$ cat src/rtl/grw_ram.sv
`timescale 1ns / 1ps

module grw_ram #(
	parameter int WIDTH = 8,
	parameter int DEPTH = 64
) (
	input  logic                     clk,
	input  logic                     we,
	input  logic [$clog2(DEPTH)-1:0] waddr,
	input  logic [WIDTH-1:0]         wdata,
	input  logic [$clog2(DEPTH)-1:0] raddr,
	output logic [WIDTH-1:0]         rdata
);

	logic [WIDTH-1:0] mem [DEPTH];

	always_ff @(posedge clk) begin
		if (we) begin
			mem[waddr] <= wdata;
		end
		rdata <= mem[raddr];
	end

endmodule

$ cat config.mk
export PLATFORM = sky130hd
export DESIGN_NAME = grw_ram
export DESIGN_NICKNAME = d
export VERILOG_FILES = /design/src/rtl/grw_ram.sv
export SDC_FILE = /design/constraint.sdc
export NUM_CORES = 1
export LEC_CHECK = 0
export ABC_AREA = 1
export ABC_CLOCK_PERIOD_IN_PS = 2400
export BUFFER_PORTS_ARGS = -buffer_cell sky130_fd_sc_hd__buf_2
export CORE_MARGIN = 2
export CORE_UTILIZATION = 30
export CTS_BUF_LIST = sky130_fd_sc_hd__clkbuf_4
export DETAILED_ROUTE_END_ITERATION = 10
export SLEW_MARGIN = 15
export SYNTH_ARGS = -nofsm -noshare
export SYNTH_HDL_FRONTEND = slang
export SYNTH_SLANG_ARGS = --single-unit
$ cat constraint.sdc
create_clock -name clk -period 2.4 [get_ports clk]
set_input_delay 0.24 -clock clk [delete_from_list [all_inputs] [get_ports clk]]
set_output_delay 0.24 -clock clk [all_outputs]
set_load 0.005 [all_outputs]
==> impl_metrics.csv, run 1 <==
group,metric,value,unit
run_status,status,"completed",
timing,finalMaxSlewViolations,0,
routing,drt_iter0_drc,1634,
worst_setup_path,r2r-start,"mem[35][3]$_DFFE_PP_",
routing,drc,0,
clock_tree,ctsResizeCount,0,
grt,track_usage,0.157,
timing,finalHoldViolations,0,
synth,synth.distinct_cells,16,
worst_setup_path,worst_setup_path_start_kind,"input pin",
cells_and_area,stdcell_count,3017,
flow_run,max_cap_violations,0,
synth,synthMuxAreaShare,0,
die,fp-row-count,97,
worst_setup_path,arrival,2.28,ns
grt,overflow,0,
die,initial_core_util,0.304,
clock_tree,cts_sinks,520,
die,dieHeight,271,microns
timing,skew,0.0498,ns
worst_setup_path,cp_top_family,"buffers and inverters",
grt,grt_max_degree,70,
timing,rsz0062_at_grt,"false",
worst_setup_path,worstSetupPathType,"input pin to flop",
cells_and_area,nNetsFinal,2013,
placement,place_congestion,0.837,
timing,fin_crit_sh,0.740,
timing,final.setup.tns,0,ns
clock_tree,h-tree-depth,4,
synth,synth_adder_area_share,0,
worst_setup_path,cp-end-kind,"flop",
routing,vias,14800,
synth,synth.area.top_cells,"edfxtp_1, nand2_1, nand3_1, buf_6, nor2_1",
worst_setup_path,reg2reg_to,"rdata[3]$_DFF_P_",
routing,dr.pass1.iters,8,
hold_path,hp-class,"input pin to flop",
die,core-area,70300,sq um
synth,synth_compound_area_frac,0,
clock_tree,numCtsBuffers,137,
die,io_pins,30,
clock_tree,clk_pin_slew,0.06,ns
cells_and_area,syn2layout_area_growth,16.2,%
synth,synth_top_area_frac,0.720,
timing,tightestPinTransition,0.793,ns
synth,synth-seq-area-share,0.728,
hold_path,min_to,"rdata[2]$_DFF_P_",
synth,synth_top_family_by_area,"simple AND/OR/NAND/NOR gates",
clock_tree,cts_tree,"yes",
clock_tree,clkLatencyLatePin,0.85,ns
power_and_ir_drop,ir_worst_vdd,0.348,mV
cells_and_area,drive_above_1_share,0.168,
worst_setup_path,max_stage_delay,0.61,ns
timing,min_period,1.78,ns
hold_path,hp-start,"raddr[3]",
worst_setup_path,critPathBufInv,5,
placement,port_buffers,29,
synth,syn_inst,1805,
worst_setup_path,crit_slowest_cell,"dlygate4sd3_1",
synth,syn_area,21300,sq um
cells_and_area,fin_area,24800,sq um
timing,setup_violations,0,
worst_setup_path,ff2ff_path_depth,9,
timing,relSlewSlack,0.471,
placement,dp_hpwl,35000,microns
routing,avgViaCountPerCell,4.92,
timing,holdWs,0.131,ns
synth,synth-simple-area-share,0.232,
power_and_ir_drop,power,18.9,mW
grt,grt_pass1_wl,87800,microns
synth,syn_nets,1827,
routing,routed_wl,57900,microns
die,die_w,271,microns
power_and_ir_drop,leakage,9.11,nW
synth,ys_warn_count,0,
clock_tree,postCtsSetupBuffers,0,
synth,ys_ff_latch,520,
worst_setup_path,cpMostUsedCell,"dlygate4sd3_1",
grt,grt_pass1_vias,14600,
grt,antenna_found_initial,3,
synth,synth_top_area_cell,"edfxtp_1",
die,dieArea,73300,sq um
routing,post_drt_wl_per_cell,19.2,microns
worst_setup_path,regToRegSetupSlack,0.69,ns
power_and_ir_drop,p_per_area,762,nW/um^2
worst_setup_path,required,2.91,ns
clock_tree,clockBufferDepth,3,
routing,antenna_left,0,
hold_path,whs_path_depth,6,
worst_setup_path,worstPathCellList,"dlygate4sd3_1 -> buf_2 -> inv_1 -> nor4_1 -> dlygate4sd3_1 -> buf_4",
clock_tree,cts_root_buffer,"clkbuf_4",
placement,place_area,23000,sq um
timing,fmax,563,MHz
placement,dp.cells,2776,
synth,postSynthAreaPerCell,11.8,sq um
worst_setup_path,worstPathMaxFanout,9,
worst_setup_path,worstSetupStartpoint,"waddr[2]",
synth,synth_xor_area_frac,0,
area by class of cell:
class                      instances  area, sq um
antenna                            1         2.50
inverter                          12         52.6
timing repair buffer             160         1430
multi-input combinational       1160         4950
clock inverter                    34          236
tap                              940         1180
fill                            6881        45500
clock buffer                     190         1430
sequential                       520        15500
flip-flops by register name, indices dropped and copies added, names as in the netlist:
| register | flops |
|---|---|
| mem | 512 |
| rdata | 8 |
logic make-up after synthesis:
| logic type | Yosys count |
|---|---|
| flops | 520 |
| simple gates | 1160 |
| buf+inv | 125 |
cell usage after synthesis, drive strengths merged:
cell type / n
buf: 98
clkbuf: 15
dfxtp: 8
edfxtp: 512
inv: 12
nand2: 648
nand3: 439
nand4: 9
nor2: 56
nor4: 8
power by group:
part / internal, mW / switching [mW]
clock: 4.05 / 3.47
combinational: 0.351 / 0.920
sequential: 10.0 / 0.0509
total: 14.4 / 4.44
cell usage in the layout, fill, tap and decap left out:
cell type / n
nor4_1: 8
clkinv_2: 3
inv_6: 1
buf_4: 96
nand4_1: 9
nand3_1: 439
clkinv_1: 23
clkbuf_4: 190
inv_4: 1
buf_6: 1
inv_2: 5
buf_12: 20
edfxtp_1: 512
buf_2: 27
dlygate4sd3_1: 16
diode_2: 1
nor2_1: 56
inv_1: 9
nand2_1: 648
dfxtp_1: 8
bufinv_16: 4
through the flow:
step	setup slack [ns]	util
after global routing	0.575	0.353
after detailed placement	0.441	0.327
after floorplan	0.394	-
after CTS	0.625	0.353
after global placement	0.392	0.327
final	0.623	0.353
worst max-delay path by stage:
stage | slack [ns] | to | cells after the start
finish | 0.62 | mem[52][7]$_DFFE_PP_ | 6
global placement | 0.39 | rdata[6]$_DFF_P_ | 9
CTS | 0.62 | rdata[3] | 1
global route | 0.58 | rdata[3]$_DFF_P_ | 9
floorplan | 0.39 | mem[48][0]$_DFFE_PP_ | 3
detailed placement | 0.44 | rdata[6]$_DFF_P_ | 9
layer usage:
| layer | wire length (microns) | track usage | part of all wire | up-vias |
|---|---|---|---|---|
| li1 | - | - | - | 6807 |
| met1 | 25100 | 0.219 | 0.43 | 7232 |
| met2 | 26200 | 0.240 | 0.45 | 705 |
| met3 | 5650 | 0.0452 | 0.098 | 87 |
| met4 | 947 | 0.0403 | 0.016 | 4 |
| met5 | 21 | 0 | 0.00036 | - |
worst min-delay path: cells and delay by family:
kind	cells	cell delay (ns)
buffers and inverters	2	0.38
AND/OR/NAND/NOR	4	0.30
timing repair:
item,4_1_cts,5_1_grt
endpoints found under the setup margin,0,0
hold buffers,16,0
hold endpoints to repair,445,0
No activity file was read; power rests on OpenSTA's default activity.
==> inputs of run 2 (changes only) <==
ABC_CLOCK_PERIOD_IN_PS = 1650   (was 2400)
clock period = 1.65 ns   (was 2.4 ns; I/O delays follow)
==> run 2 against run 1 <==
  * Power is 45% higher
  * Register-to-register slack worse by 0.40 ns
  * Clock-buffer cell count rose by 3
  * Sequential power rose by 46%
  * Final cell count grew 0.63%
  * Via count shrank 0.95%
  * Largest power group unchanged
  * Clock power is 45% higher
  * Non-clock buffer count up 17
  * Sequential cell count unchanged
  * Global-route usage is 0.33 points lower
  * Routed wire length is 3.3% lower
==> impl_metrics.csv, run 2 (same netlist as run 1, synthesis figures left out) <==
group,metric,value,unit
timing,finalMaxSlewViolations,0,
cells_and_area,fill_cells,6877,
clock_tree,cts_sinks,520,
power_and_ir_drop,p_per_area,1090,nW/um^2
routing,post_drt_wl_per_cell,18.4,microns
worst_setup_path,worst-path-stages,1,
routing,routed_wl,56000,microns
cells_and_area,mostFrequentLayoutCells,"nand2_1, edfxtp_1, nand3_1",
clock_tree,cts_tree,"yes",
die,core-area,70300,sq um
power_and_ir_drop,ir_worst_vdd,0.576,mV
worst_setup_path,worstPathCellList,"buf_6",
worst_setup_path,ff2ff_path_depth,8,
grt,grt_pass1_vias,14300,
worst_setup_path,worstSetupPathType,"flop to output port",
power_and_ir_drop,p_sw_frac,0.234,
flow_run,max_cap_violations,0,
power_and_ir_drop,p_sw,6.42,mW
cells_and_area,syn2layout_area_growth,17.8,%
power_and_ir_drop,clkPwrFrac,0.396,
power_and_ir_drop,combinationalPowerShare,0.069,
grt,overflow,0,
die,dieHeight,271,microns
clock_tree,clk_pin_slew,0.06,ns
cells_and_area,stdcell_count,3036,
timing,setup_violations,0,
timing,tightestPinTransition,0.484,ns
clock_tree,clockBufferDepth,3,
routing,dr.pass1.iters,7,
cells_and_area,regMostFlops,"mem",
timing,fmax,618,MHz
clock_tree,clkLatencyLatePin,0.96,ns
worst_setup_path,critPathBufInv,1,
cells_and_area,nNetsFinal,2028,
grt,grt_pass1_wl,85400,microns
worst_setup_path,worst_setup_path_start_kind,"flop",
timing,skew,0.0517,ns
power_and_ir_drop,power,27.4,mW
hold_path,whs_path_depth,4,
clock_tree,cts_root_buffer,"clkbuf_4",
routing,antenna_left,0,
timing,min_period,1.62,ns
timing,setup_ws,0.0312,ns
power_and_ir_drop,power_frac_seq,0.535,
timing,finalHoldViolations,0,
routing,drc,0,
die,die_w,271,microns
worst_setup_path,cp-end-kind,"output port",
grt,antenna_found_initial,2,
clock_tree,numCtsBuffers,135,
placement,pre_cts_ws,-0.0266,ns
timing,final.setup.tns,0,ns
cells_and_area,top_regs,"mem: 512 flops, rdata: 8 flops",
grt,grt_max_degree,98,
routing,vias,14700,
timing,relSlewSlack,0.677,
worst_setup_path,cp_top_family,"flip-flops",
timing,holdWs,0.168,ns
hold_path,hp-class,"input pin to flop",
placement,dp.cells,2786,
placement,dp_hpwl,32600,microns
die,initial_core_util,0.304,
grt,track_usage,0.154,
cells_and_area,layout_commonest_cell,"nand2_1",
die,fp-row-count,97,
placement,place_congestion,0.809,
die,io_pins,30,
clock_tree,postCtsSetupBuffers,0,
routing,avgViaCountPerCell,4.84,
placement,port_buffers,29,
worst_setup_path,worstPathMaxFanout,1,
run_status,status,"completed",
worst_setup_path,max_stage_delay,0.37,ns
routing,drt_iter0_drc,1445,
worst_setup_path,required,1.48,ns
die,dieArea,73300,sq um
timing,rsz0062_at_grt,"true",
cells_and_area,drive_above_1_share,0.177,
cells_and_area,largest_reg_flops,512,
clock_tree,h-tree-depth,4,
timing,fin_crit_sh,0.981,
worst_setup_path,crit_slowest_cell,"dfxtp_4",
worst_setup_path,arrival,1.45,ns
power_and_ir_drop,intPower,21.0,mW
power_and_ir_drop,leakage,9.26,nW
[run 2: cell count changes in the layout (fill, tap and decap cells not counted)]
cell            delta
dfxtp_1            -8
dlygate4sd3_1      +6
buf_4              +1
clkinv_1           -5
dfxtp_4            +8
buf_12             +9
clkbuf_4           +3
bufinv_16          -1
buf_6              +8
buf_2              -8
diode_2            +2
dlymetal6s4s_1     +1
inv_2              +3
[run 2: area by class of cell]
cell class,instances,area [sq um],area share
antenna,3,7.51,0.000299
clock buffer,193,1450,0.0576
clock inverter,31,199,0.00792
inverter,12,52.6,0.00209
multi-input combinational,1160,4950,0.197
sequential,520,15600,0.619
tap,940,1180,0.0468
timing repair buffer,177,1740,0.0691
[run 2: timing repair]
action | 4_1_cts | 5_1_grt
endpoints found under the setup margin | 8 | 55
gates cloned | 0 | 0
gates resized for setup | 25 | 1
hold buffers | 23 | 0
hold endpoints to repair | 940 | 0
[run 2: final timing paths]
path,startpoint,end,slack (ns)
max,rdata[0]$_DFF_P_,rdata[0],0.03
min,raddr[5],rdata[0]$_DFF_P_,0.17
max reg2reg,mem[59][7]$_DFFE_PP_,rdata[7]$_DFF_P_,0.29
min reg2reg,mem[41][3]$_DFFE_PP_,rdata[3]$_DFF_P_,0.79
[run 2: per-stage QoR]
step | area (sq um) | util
6_report | 25100 | 0.358
5_1_grt | 25100 | 0.358
4_1_cts | 25100 | 0.358
3_5_place_dp | 23200 | 0.330
3_3_place_gp | 23200 | 0.330
2_1_floorplan | 21300 | -
[run 2: power by group through the flow]
stage / combinational [mW] / sequential (mW) / clock [mW]
after floorplan: 1.03 / 14.9 / 0
after global placement: 1.79 / 15.0 / 0
after detailed placement: 1.82 / 15.0 / 0
after CTS: 1.90 / 14.7 / 11.2
after global routing: 2.08 / 14.7 / 11.9
final: 1.89 / 14.7 / 10.9
[run 2: layer usage]
| layer | wire, microns | track usage | vias up |
|---|---|---|---|
| met3 | 4480 | 0.0391 | 96 |
| met5 | 0 | 0 | - |
| met1 | 24900 | 0.215 | 7149 |
| li1 | - | - | 6831 |
| met4 | 1340 | 0.0593 | 0 |
| met2 | 25300 | 0.229 | 618 |
[run 2: worst reg2reg max path, cell delays in order (launching register included)]
cell and delay, ns:
edfxtp_1 0.37, nand2_1 0.07, nand3_1 0.08, nand3_1 0.09, nand2_1 0.07, nand2_1 0.06, nand3_1 0.18, nand3_1 0.23
nand2_1 0.08
==> inputs of run 3 (changes only) <==
CTS_CLUSTER_DIAMETER = 30   (was not set)
RECOVER_POWER = 50   (was not set)
==> run 3 against run 2 <==
  * The flow now finishes with violations (capacitance limit, slew limit, setup timing)
  * Clock skew shrank 0.0016 ns
  * Register-to-register slack about the same
  * Power grew 3.1%
  * Via count grew 0.29%
  * Clock-buffer cell count is 3 lower
  * Final cell count rose by 0.76%
  * Sequential share of layout area shrank 0.12 points
  * Global-route usage about the same
  * Combinational power fell by 2%
  * Critical path type unchanged
  * Clock power up 7%
==> impl_metrics.csv, run 3 (same netlist as run 1, synthesis figures left out) <==
group,metric,value,unit
worst_setup_path,worstPathMaxFanout,1,
grt,grt_max_degree,98,
die,die_w,271,microns
cells_and_area,stdcell_count,3059,
worst_setup_path,cp_top_family,"flip-flops",
cells_and_area,largest_reg_flops,512,
routing,vias,14700,
placement,place_congestion,0.809,
timing,finalMaxSlewViolations,260,
timing,tightestPinTransition,1.61,ns
worst_setup_path,worst_setup_path_start_kind,"flop",
grt,grt_pass1_wl,85500,microns
worst_setup_path,arrival,1.50,ns
cells_and_area,top_regs,"mem: 512 flops, rdata: 8 flops",
power_and_ir_drop,power,28.3,mW
cells_and_area,drive_above_1_share,0.179,
grt,grt_pass1_vias,14400,
grt,track_usage,0.154,
worst_setup_path,cp-end-kind,"output port",
routing,antenna_left,0,
hold_path,hp-start,"raddr[5]",
timing,setup_ws,-0.0111,ns
cells_and_area,mostFrequentLayoutCells,"nand2_1, edfxtp_1, nand3_1",
timing,setup_violations,3,
cells_and_area,nNetsFinal,2033,
timing,rsz0062_at_grt,"true",
clock_tree,clkLatencyLatePin,1.01,ns
placement,dp.cells,2786,
clock_tree,cts_root_buffer,"clkbuf_4",
worst_setup_path,max_stage_delay,0.37,ns
hold_path,hp-class,"input pin to flop",
run_status,violations,"capacitance limit, slew limit, setup timing",
clock_tree,clk_pin_slew,0.07,ns
timing,final.setup.tns,-0.0195,ns
clock_tree,clockBufferDepth,3,
timing,relSlewSlack,-0.0718,
die,dieArea,73300,sq um
timing,holdWs,0.127,ns
clock_tree,cts_sinks,520,
worst_setup_path,worstSetupStartpoint,"rdata[0]$_DFF_P_",
worst_setup_path,crit_slowest_cell,"dfxtp_4",
cells_and_area,regMostFlops,"mem",
die,dieHeight,271,microns
clock_tree,numCtsBuffers,140,
cells_and_area,fin_util,0.358,
timing,min_period,1.66,ns
cells_and_area,layout_commonest_cell,"nand2_1",
grt,antenna_found_initial,2,
clock_tree,h-tree-depth,4,
routing,post_drt_wl_per_cell,18.3,microns
run_status,status,"finished with violations",
die,initial_core_util,0.304,
routing,drc,0,
cells_and_area,syn2layout_area_growth,18.0,%
routing,dr.pass1.iters,7,
worst_setup_path,worstPathCellList,"buf_6",
cells_and_area,fill_cells,6883,
die,io_pins,30,
power_and_ir_drop,p_per_area,1120,nW/um^2
die,fp-row-count,97,
power_and_ir_drop,ir_worst_vdd,0.734,mV
routing,routed_wl,56000,microns
timing,fmax,602,MHz
clock_tree,cts_tree,"yes",
timing,finalHoldViolations,0,
routing,drt_iter0_drc,1536,
worst_setup_path,required,1.48,ns
placement,port_buffers,29,
power_and_ir_drop,leakage,9.29,nW
routing,avgViaCountPerCell,4.82,
grt,overflow,0,
timing,skew,0.0501,ns
worst_setup_path,critPathBufInv,1,
worst_setup_path,r2r-start,"mem[63][7]$_DFFE_PP_",
die,core-area,70300,sq um
timing,fin_crit_sh,1.01,
worst_setup_path,worstSetupPathType,"flop to output port",
placement,dp_hpwl,32600,microns
flow_run,max_cap_violations,4,
==> run 3: cell types whose count changed in the layout (fill, tap and decap cells not counted), moves of 3 or more <==
cell	delta
diode_2	+3
clkinv_1	+7
buf_12	-9
bufinv_16	+4
clkbuf_2	+9
clkinv_2	+9
clkbuf_1	+5
buf_2	-3
clkbuf_4	-3
==> run 3: repair_timing <==
action,4_1_cts,5_1_grt
buffers inserted,0,0
hold buffers,23,0
gates resized for setup,25,1
endpoints found under the hold margin,922,0
setup endpoints to repair,8,46
==> run 3: report_power, final <==
group	internal [mW]	leakage [nW]	total [mW]	switching, mW
combinational	0.560	3.52	1.85	1.29
clock	6.46	1.09	11.7	5.29
sequential	14.6	4.68	14.7	0.0669
total	21.7	9.29	28.3	6.64
==> run 3: per-layer routing <==
layer / global-route usage / part of all wire / vias up
met2: 0.231 / 0.45 / 577
met3: 0.0363 / 0.074 / 106
met1: 0.214 / 0.45 / 7191
met5: 0 / 0 / -
met4: 0.0630 / 0.024 / 0
li1: - / - / 6863
==> run 3: layout make-up <==
class,count,area (sq um),area share
repair buffers,177,1590,0.0632
clock buffers,190,1430,0.0566
multi-input cells,1160,4950,0.196
flip-flops and latches,520,15600,0.618
diodes,6,15.0,0.000596
clock inverters,54,409,0.0162
well taps,940,1180,0.0467
inverters,12,52.6,0.00209
==> run 3: final timing paths <==
kind,cells after the start,to,slack [ns]
worst min register to register,8,rdata[5]$_DFF_P_,0.80
worst max-delay path,1,rdata[0],-0.01
worst max register to register,8,rdata[7]$_DFF_P_,0.30
worst min-delay path,4,rdata[0]$_DFF_P_,0.13
==> run 3: metrics by stage <==
step / area [sq um] / setup WS (ns)
final: 25200 / -0.0111
after global routing: 25200 / -0.0655
after CTS: 25300 / -0.0723
after detailed placement: 23200 / -0.0266
after global placement: 23200 / 0.0147
after floorplan: 21300 / -0.281
