**config.mk**
```make
export PLATFORM = sky130hd
export DESIGN_NAME = grw_div
export DESIGN_NICKNAME = d
export VERILOG_FILES = /design/src/rtl/grw_div.sv
export SDC_FILE = /design/constraint.sdc
export NUM_CORES = 1
export LEC_CHECK = 0
export BUFFER_PORTS_ARGS = -buffer_cell sky130_fd_sc_hd__buf_2
export CELL_PAD_IN_SITES_DETAIL_PLACEMENT = 1
export CELL_PAD_IN_SITES_GLOBAL_PLACEMENT = 1
export CORE_AREA = 2 2 204 206
export DETAILED_ROUTE_END_ITERATION = 8
export DIE_AREA = 0 0 206 208
export PLACE_DENSITY_LB_ADDON = 0.2
export SYNTH_ARGS = -nofsm -noshare
export SYNTH_HDL_FRONTEND = slang
export SYNTH_SLANG_ARGS = --single-unit
```
**constraint.sdc**
```tcl
create_clock -name clk -period 8.1 [get_ports clk]
set_input_delay 0.81 -clock clk [delete_from_list [all_inputs] [get_ports clk]]
set_output_delay 0.81 -clock clk [all_outputs]
set_load 0.005 [all_outputs]
```
**src/rtl/grw_div.sv**
```systemverilog
`timescale 1ns / 1ps

// restoring divider, one quotient bit per cycle, truncates toward zero
module grw_div #(
	parameter int NUM_W = 50,
	parameter int DEN_W = 34
) (
	input  logic                    clk,
	input  logic                    arst_n,
	input  logic                    start,
	input  logic signed [NUM_W-1:0] num,
	input  logic signed [DEN_W-1:0] den,
	output logic signed [NUM_W-1:0] quo,
	output logic                    done
);

	localparam int CNT_W = $clog2(NUM_W + 1);

	logic             run_q;
	logic [CNT_W-1:0] cnt_q;
	logic [NUM_W-1:0] nq_q;
	logic [DEN_W-1:0] rem_q;
	logic [DEN_W-1:0] dmag_q;
	logic             neg_q;

	logic [DEN_W:0]   trial;
	logic             ge;
	logic [DEN_W:0]   rem_n;

	always_comb begin
		trial = {rem_q, nq_q[NUM_W-1]};
		ge    = (trial >= {1'b0, dmag_q});
		rem_n = ge ? (trial - {1'b0, dmag_q}) : trial;
	end

	always_ff @(posedge clk or negedge arst_n) begin
		if (!arst_n) begin
			run_q <= 1'b0;
			done  <= 1'b0;
			cnt_q <= '0;
		end else begin
			done <= 1'b0;
			if (start) begin
				nq_q   <= num[NUM_W-1] ? NUM_W'(-num) : NUM_W'(num);
				dmag_q <= den[DEN_W-1] ? DEN_W'(-den) : DEN_W'(den);
				neg_q  <= num[NUM_W-1] ^ den[DEN_W-1];
				rem_q  <= '0;
				cnt_q  <= '0;
				run_q  <= 1'b1;
			end else if (run_q) begin
				nq_q  <= {nq_q[NUM_W-2:0], ge};
				rem_q <= rem_n[DEN_W-1:0];
				cnt_q <= cnt_q + 1'b1;
				if (cnt_q == CNT_W'(NUM_W - 1)) begin
					run_q <= 1'b0;
					done  <= 1'b1;
				end
			end
		end
	end

	assign quo = neg_q ? -$signed(nq_q) : $signed(nq_q);

endmodule

```
==> results of run 1 <==
how the worst max path moves through the flow:
stage / end / slack, ns / depth (start not counted) / startpoint
3_3_place_gp: quo[49] / 3.96 / 9 / nq_q[2]$_DFFE_PP_
3_5_place_dp: quo[49] / 4.01 / 9 / nq_q[2]$_DFFE_PP_
2_1_floorplan: nq_q[0]$_DFFE_PP_ / 4.53 / 2 / start
4_1_cts: quo[49] / 3.52 / 9 / nq_q[2]$_DFFE_PP_
5_1_grt: quo[49] / 3.40 / 9 / nq_q[2]$_DFFE_PP_
6_report: quo[49] / 3.61 / 9 / nq_q[2]$_DFFE_PP_
per-layer routing:
metal  GRT usage [%]  up-vias
met3            2.37       20
met1            20.8     4258
li1                -     4314
met4            3.74        2
met5               0        -
met2            24.9      158
synthesized netlist by cell type (5+ instances only):
cell	count
edfxtp_1	119
nor2_1	105
nand2_1	98
xnor2_1	95
a21oi_1	79
o21ai_0	68
xor2_1	58
inv_1	54
clkbuf_1	44
o31ai_1	40
ha_1	39
nand3_1	26
a311oi_1	20
a21o_1	18
nor3_1	16
or3_1	16
nor4_1	15
nand2b_1	14
o41ai_1	14
or4_1	10
nor2b_1	9
a31oi_1	8
a32oi_1	8
and2_1	8
dfrtp_1	8
a211oi_1	7
and3_1	7
mux2i_1	6
nand4_1	6
o211ai_1	6
o41ai_2	6
or2_2	6
buf_2	5
o21bai_1	5
or4_4	5
through the flow:
stage	instance area [sq um]	instances	total power, mW
5_1_grt	11800	1764	2.58
6_report	11800	1765	2.42
4_1_cts	11800	1764	2.46
3_5_place_dp	11300	1732	1.67
3_3_place_gp	11300	1732	1.66
2_1_floorplan	10000	1107	1.40
power by group:
| part | switching [mW] | internal (mW) | total [mW] |
|---|---|---|---|
| Sequential | 0.0616 | 0.812 | 0.873 |
| Clock | 0.322 | 0.451 | 0.774 |
| Combinational | 0.454 | 0.319 | 0.773 |
kinds of logic after synthesis:
| kind of cell | after synthesis |
|---|---|
| compound gates | 307 |
| xor+xnor | 153 |
| fa+ha+maj | 40 |
| buf+inv | 107 |
| flops | 127 |
| mux | 9 |
| simple gates | 364 |
registers in the layout, summed over array words and instances (netlist names):
| signal | count |
|---|---|
| cnt_q | 6 |
| neg_q | 1 |
| dmag_q | 34 |
| done | 1 |
| rem_q | 34 |
| nq_q | 50 |
| run_q | 1 |
critical path: stages (launching register included):
cell and delay [ns]:
edfxtp_1 0.44, or3_1 0.44, or4_4 0.47, nor2_1 0.25, nand3_1 0.22, or3_4 0.40, or3_1 0.37, o41ai_2 0.31
xnor2_1 0.19, buf_2 0.16
cell usage in the layout (no fill, tap or decap), types with 5 or more instances in the layout:
cell,Yosys,layout
buf_2,5,136
edfxtp_1,119,119
nor2_1,105,105
nand2_1,98,98
xnor2_1,95,95
a21oi_1,79,79
o21ai_0,68,68
xor2_1,58,58
inv_1,54,54
o31ai_1,40,40
ha_1,39,39
nand3_1,26,26
a311oi_1,20,20
a21o_1,18,18
clkbuf_16,0,17
nor3_1,16,16
or3_1,16,16
nor4_1,15,15
o41ai_1,14,14
nand2b_1,14,14
or4_1,10,10
buf_4,1,9
nor2b_1,9,8
a32oi_1,8,8
dfrtp_1,8,8
and2_1,8,7
and3_1,7,7
a211oi_1,7,7
a31oi_1,8,7
or2_2,6,6
nand4_1,6,6
mux2i_1,6,6
o211ai_1,6,6
o41ai_2,6,6
o21bai_1,5,5
or4_4,5,5
area by class of cell:
cell class / instances / area, sq um
Sequential cell: 127 / 3770
Tap cell: 532 / 666
Clock inverter: 14 / 145
Timing Repair Buffer: 145 / 748
Antenna cell: 1 / 2.50
Inverter: 55 / 206
Fill cell: 4799 / 28700
Clock buffer: 18 / 429
Multi-Input combinational cell: 873 / 5880
==> flow_summary.yaml, run 1 <==
route:
  ant_nets: 0
  avgViaCountPerCell: 4.96
  first_pass_iters: 5
  wl_met1_mm: 15.5
  post_drt_wl_per_cell_um: 18.2
  wl_met2_mm: 15.0
  top_layer_used: "met5"
  wl_mm: 32.1
  drc: 0
  vias: 8752
  met3_length_mm: 1.30
  first_iter_violations: 468
floorplanning:
  die_h_um: 208
  num_io_pins: 138
  die_w_um: 206
  start_util_pct: 24.8
  core_area_sq_um: 40600
  die_area_sq_um: 42800
  rows: 74
synth:
  synth_warnings: 0
  yosysTopAreaCell: "edfxtp_1"
  synthCells: 1107
  syn_area_sq_um: 10000
  synth_area_per_cell_sq_um: 9.07
  synth-seq-area-share_pct: 37.6
  synthAdderAreaFrac_pct: 5.06
  synth_fp_nets: 1234
  synth_compound_area_share_pct: 20.8
  synthMuxAreaShare_pct: 0.934
  synth_flop_cell: "edfxtp_1"
  synth_top_area_share_pct: 35.6
  synth_cell_types: 68
  synthArstFlopShare_pct: 6.30
  synth_edf_count: 119
  synth_top_family_by_area: "compound AO/OA/AOI/OAI gates"
  synth_area_leaders: "edfxtp_1, xnor2_1, xor2_1"
  yosys.area_share.xor_xnor_pct: 13.3
  ys_seq_elements: 127
  synth-simple-area-share_pct: 18.2
global_route:
  grt_use_total_pct: 15.2
  grt_max_degree: 69
  grt_pass1_vias: 9011
  grt_overflow: 0
  antenna_found_initial: 1
  grt_pass1_wl_mm: 51.2
sta:
  setup_viol: 0
  rsz0062_at_grt: "false"
  finalSetupTns_ns: 0
  fin_crit_sh_pct: 55.4
  fin_crit_ns: 4.49
  skew_ns: 0.0136
  max_freq_mhz: 223
  whs_ns: 0.511
  slew_headroom_pct: 21.9
  slew_viol_final: 0
  worst_slew_pin_slew_ns: 1.17
  setup_ws_ns: 3.61
  hold_viol: 0
worst_setup_path:
  reg2reg_depth: 10
  critical_path.max_fanout: 4
  reg2reg_to: "rem_q[19]$_SDFFCE_PP0P_"
  worstReg2RegStart: "rem_q[3]$_SDFFCE_PP0P_"
  cp-start-kind: "flop"
  worstSetupEndpointType: "output port"
  critPathKind: "flop to output port"
  ff2ff_setup_slack_ns: 4.22
  arrival_ns: 3.68
  worstPathRequired_ns: 7.29
layout:
  layout.nets: 1346
  area_delta_synth_final_pct: 17.9
  drive_gt1_share_pct: 17.5
  final_util_pct: 29.2
cts:
  htreeDepth: 4
  cts_root_buf: "clkbuf_16"
  hold_buffers: 0
  post_cts_buffers: 0
  cts_made_buffers: 17
  cts.path.max_buffers: 2
  path_clk_slew_ns: 0.07
  clock-sinks: 127
  cts_resized: 0
  clkLatencyLatePin_ns: 0.44
  cts_tree: "done"
run_status:
  status: "complete, no violations"
power_and_ir_drop:
  p_per_area_nw_per_um2: 204
  leakage_nw: 4.45
  vdd_drop_max_uv: 141
placed_design:
  dp.final_hpwl_mm: 24.0
  portBuffers: 137
  gp_congestion: 0.807
  dp_slack_ns: 4.01
flow_run:
  maxCapViolCount: 0
hold_path:
  hp-class: "input pin to async pin"
No activity file was read; power rests on OpenSTA's default activity.
==> run 2: changes to the inputs <==
- clock period: 8.1 -> 4.2 ns (I/O delays scaled with it)
==> flow_summary.yaml, run 2 (synthesis gave the netlist of run 1 again) <==
sta:
  setup_viol: 0
  fin_crit_sh_pct: 96.5
  skew_ns: 0.0143
  slew_headroom_pct: 36.2
  hold_viol: 0
  fin_crit_ns: 4.05
  worst_slew_pin_slew_ns: 0.957
  finalSetupTns_ns: 0
  max_freq_mhz: 247
  slew_viol_final: 0
  rsz0062_at_grt: "true"
route:
  drc: 0
  avgViaCountPerCell: 4.93
  wl_mm: 32.9
  ant_nets: 0
  vias: 8770
  first_pass_iters: 4
  first_iter_violations: 371
  post_drt_wl_per_cell_um: 18.5
placed_design:
  dp.final_hpwl_mm: 25.0
  post_dp_cell_area_sq_um: 11400
  gp_congestion: 0.797
  portBuffers: 137
floorplanning:
  rows: 74
  die_h_um: 208
  core_area_sq_um: 40600
  start_util_pct: 24.8
  die_area_sq_um: 42800
  num_io_pins: 138
  die_w_um: 206
layout:
  final_util_pct: 29.7
  diodes: 0
  final_cell_mix: "buf_2, edfxtp_1, nor2_1"
  layout.nets: 1360
  largest_reg_flops: 50
  reg_top3: "nq_q (50), dmag_q (34), rem_q (34)"
  drive_gt1_share_pct: 18.8
  design_area_sq_um: 12000
  area_delta_synth_final_pct: 19.9
  mostFrequentLayoutCell: "buf_2"
  nFillCells: 4733
  top_register: "nq_q"
worst_setup_path:
  critical_path.max_fanout: 4
  cp_common_cell: "or3_1"
  arrival_ns: 3.63
  worst_path_max_delay_cell: "or4_4"
  critPathKind: "flop to output port"
  cp-start-kind: "flop"
  crit_chain: "or3_1, or4_4, nor2_4, nand3_2, or3_4, or3_1, o41ai_4, xnor2_1, buf_2"
  worstSetupEndpointType: "output port"
  cpPeakStageDelay_ns: 0.48
  reg2reg_depth: 13
  worstPathRequired_ns: 3.78
power_and_ir_drop:
  seqPwrFrac_pct: 34.8
  vdd_drop_max_uv: 315
  power_frac_comb_pct: 31.3
  p_clk_share_pct: 34.0
  p_sw_share_pct: 34.2
  finalPower_mw: 4.87
  power.internal_mw: 3.20
  leakage_nw: 4.55
  p_per_area_nw_per_um2: 404
  switchingPower_mw: 1.66
cts:
  cts.path.max_buffers: 2
  clock-sinks: 127
  cts_tree: "done"
  cts_root_buf: "clkbuf_16"
  path_clk_slew_ns: 0.07
  clkLatencyLatePin_ns: 0.44
  cts_made_buffers: 17
  htreeDepth: 4
  hold_buffers: 0
global_route:
  grt_pass1_vias: 8968
  grt_overflow: 0
  grt_use_total_pct: 15.5
  grt_max_degree: 61
  grt_pass1_wl_mm: 52.1
  antenna_found_initial: 1
run_status:
  status: "complete, no violations"
hold_path:
  hp-class: "input pin to flop"
  worst_hold_path.num_cells: 1
flow_run:
  maxCapViolCount: 0
-- run 2: cell types whose count changed in the layout (fill, tap and decap cells not counted), sizes merged, moves of 2 or more --
cell    previous run  this run
inv               54        57
clkinv             9         4
buf              145       159
bufinv             2         4
-- run 2: cell type report --
type	count	area, sq um	share of cell area [%]
Multi-Input combinational cell	873	5900	49.0
Sequential cell	127	3770	31.3
Timing Repair Buffer	159	866	7.19
Tap cell	532	666	5.52
Clock buffer	17	425	3.53
Clock inverter	15	210	1.74
Inverter	55	206	1.71
-- run 2: final timing paths --
check | start | endpoint | slack, ns
max in group asynchronous | arst_n | cnt_q[4]$_DFFE_PN0N_ | 3.58
min reg2reg | cnt_q[2]$_DFFE_PN0N_ | done$_DFF_PN0_ | 0.56
min | den[0] | dmag_q[0]$_DFFE_PP_ | 0.21
max reg2reg | nq_q[49]$_DFFE_PP_ | rem_q[30]$_SDFFCE_PP0P_ | 0.67
min in group asynchronous | arst_n | cnt_q[0]$_DFFE_PN0N_ | 0.41
max | nq_q[2]$_DFFE_PP_ | quo[49] | 0.15
-- run 2: what timing repair did --
action | CTS | global route
gates cloned | 0 | 0
endpoints found under the setup margin | 1 | 3
gates resized for setup | 3 | 2
hold endpoints to repair | 0 | 0
buffers inserted | 0 | 2
-- run 2: stage by stage --
stage               setup WS [ns]  hold WS (ns)  cells
global placement            0.298         0.537   1744
finish                      0.148         0.206   1778
floorplan                   0.850         0.124   1107
global route              -0.0256         0.184   1778
detailed placement          0.326         0.548   1744
CTS                        0.0539         0.175   1776
-- run 2: per-layer routing --
layer / global-route usage (%) / vias up / wire length (um)
li1: - / 4349 / -
met1: 21.6 / 4259 / 16200
met2: 24.9 / 135 / 15100
met3: 2.13 / 25 / 1100
met4: 3.99 / 2 / 406
met5: 0 / - / 16
-- run 2: power by group through the flow --
stage / logic, mW / clock network (mW) / registers, mW
floorplan: 1.04 / 0 / 1.67
global placement: 1.52 / 0 / 1.72
detailed placement: 1.53 / 0 / 1.72
CTS: 1.54 / 1.71 / 1.69
global route: 1.71 / 1.75 / 1.71
finish: 1.52 / 1.65 / 1.69
-- run 2: critical path: cells and delay by family, from the launching register on --
family	cells	cell delay, ns
buffers and inverters	1	0.18
and+or+nand+nor	6	2.00
DFF	1	0.44
AOI/OAI and AO/OA	1	0.32
xor gates and xnor gates	1	0.24
==> run 3: changes to the inputs <==
- clock period: 4.2 -> 4.6 ns (I/O delays scaled with it)
==> flow_summary.yaml, run 3 (synthesis gave the netlist of run 1 again) <==
layout:
  drive_gt1_share_pct: 17.9
  mostFrequentLayoutCell: "buf_2"
  regArea_sq_um: 3770
  top_register: "nq_q"
  final_cell_mix: "buf_2, edfxtp_1, nor2_1"
  area_delta_synth_final_pct: 18.8
  multi_input_comb_area_sq_um: 5880
  nFillCells: 4781
  layout.nets: 1351
  reg_top3: "nq_q (50), dmag_q (34), rem_q (34)"
  diodes: 0
  largest_reg_flops: 50
cts:
  cts_resized: 0
  cts_root_buf: "clkbuf_16"
  hold_buffers: 0
  clkLatencyLatePin_ns: 0.44
  path_clk_slew_ns: 0.07
  cts_tree: "done"
  cts.path.max_buffers: 2
  htreeDepth: 4
  cts_made_buffers: 17
  post_cts_buffers: 0
  clock-sinks: 127
sta:
  skew_ns: 0.0106
  slew_headroom_pct: 37.8
  finalSetupTns_ns: 0
  fin_crit_ns: 4.26
  rsz0062_at_grt: "false"
  fin_crit_sh_pct: 92.6
  setup_viol: 0
  max_freq_mhz: 235
  hold_viol: 0
  worst_slew_pin_slew_ns: 0.932
  slew_viol_final: 0
worst_setup_path:
  worstSetupEndpointType: "output port"
  critical_path.max_fanout: 4
  cp-start-kind: "flop"
  ff2ff_setup_slack_ns: 0.95
  cp_common_cell: "or3_1"
  worst_path_max_delay_cell: "or4_4"
  cpPeakStageDelay_ns: 0.46
  crit_chain: "or3_1, or4_4, nor2_1, nand3_1, or3_4, or3_1, o41ai_2, xnor2_1, buf_2"
  worstPathRequired_ns: 4.14
  crit_path_start: "nq_q[2]$_DFFE_PP_"
  arrival_ns: 3.80
  critPathKind: "flop to output port"
  worstReg2RegStart: "nq_q[49]$_DFFE_PP_"
route:
  ant_nets: 0
  first_iter_violations: 381
  drc: 0
  wl_mm: 32.5
  avgViaCountPerCell: 4.95
  post_drt_wl_per_cell_um: 18.4
  first_pass_iters: 4
  vias: 8749
placed_design:
  gp_congestion: 0.783
  portBuffers: 137
  dp.final_hpwl_mm: 24.6
global_route:
  grt_pass1_wl_mm: 52.1
  antenna_found_initial: 0
  grt_overflow: 0
  grt_use_total_pct: 15.4
  grt_max_degree: 69
  grt_pass1_vias: 9238
power_and_ir_drop:
  vdd_drop_max_uv: 260
  finalPower_mw: 4.42
  leakage_nw: 4.50
  p_per_area_nw_per_um2: 370
floorplanning:
  die_area_sq_um: 42800
  num_io_pins: 138
  core_area_sq_um: 40600
  rows: 74
  die_w_um: 206
  die_h_um: 208
  start_util_pct: 24.8
run_status:
  status: "complete, no violations"
hold_path:
  hp-class: "input pin to async pin"
flow_run:
  maxCapViolCount: 0
==> run 3: cell count changes in the layout (fill, tap and decap cells not counted), sizes merged <==
cell / delta
buf: -9
clkbuf: +2
clkinv: +2
clkinvlp: -2
inv: -2
==> run 3: metrics by stage <==
stage          cells  utilization (%)  instance area (sq um)  hold WS (ns)  setup slack (ns)
6_report        1769             29.4                  11900         0.162             0.342
4_1_cts         1769             29.4                  11900         0.159             0.351
2_1_floorplan   1107                -                  10000         0.164              1.25
3_5_place_dp    1737             27.9                  11300         0.531             0.841
5_1_grt         1769             29.4                  11900         0.177             0.163
3_3_place_gp    1737             27.9                  11300         0.537             0.772
==> run 3: final timing paths <==
| check | depth (start not counted) | end |
|---|---|---|
| worst max-delay path | 9 | quo[49] |
| worst min-delay path | 2 | cnt_q[5]$_DFFE_PN0N_ |
| worst max register to register | 13 | rem_q[30]$_SDFFCE_PP0P_ |
| worst min register to register | 1 | done$_DFF_PN0_ |
| max in group asynchronous | 2 | cnt_q[0]$_DFFE_PN0N_ |
| min in group clk | 1 | dmag_q[0]$_DFFE_PP_ |
==> run 3: critical path, delay by kind of cell, from the launching register on <==
| kind | cells | cell delay, ns |
|---|---|---|
| buffers and inverters | 1 | 0.17 |
| and+or+nand+nor | 6 | 2.23 |
| DFF | 1 | 0.44 |
| xor gates and xnor gates | 1 | 0.21 |
| AOI/OAI and AO/OA | 1 | 0.31 |
==> run 3: layer usage <==
| layer | global-route usage [%] | wire length, um | vias up | share of wire (%) |
|---|---|---|---|---|
| met1 | 20.7 | 15900 | 4256 | 49 |
| met3 | 2.40 | 1040 | 29 | 3.2 |
| met2 | 25.4 | 15100 | 135 | 47 |
| met4 | 4.70 | 491 | 0 | 1.5 |
| met5 | 0 | 0 | - | 0 |
| li1 | - | - | 4329 | - |
==> run 3: area by class of cell <==
cell class,instances,share of cell area [%]
Clock buffer,19,3.71
Timing Repair Buffer,150,6.58
Inverter,55,1.73
Multi-Input combinational cell,873,49.2
Clock inverter,13,1.57
Tap cell,532,5.58
Sequential cell,127,31.6
==> run 3: power breakdown <==
group          internal [mW]  switching [mW]
clock                  0.923           0.571
sequential              1.43           0.117
combinational          0.573           0.803
total                   2.92            1.49
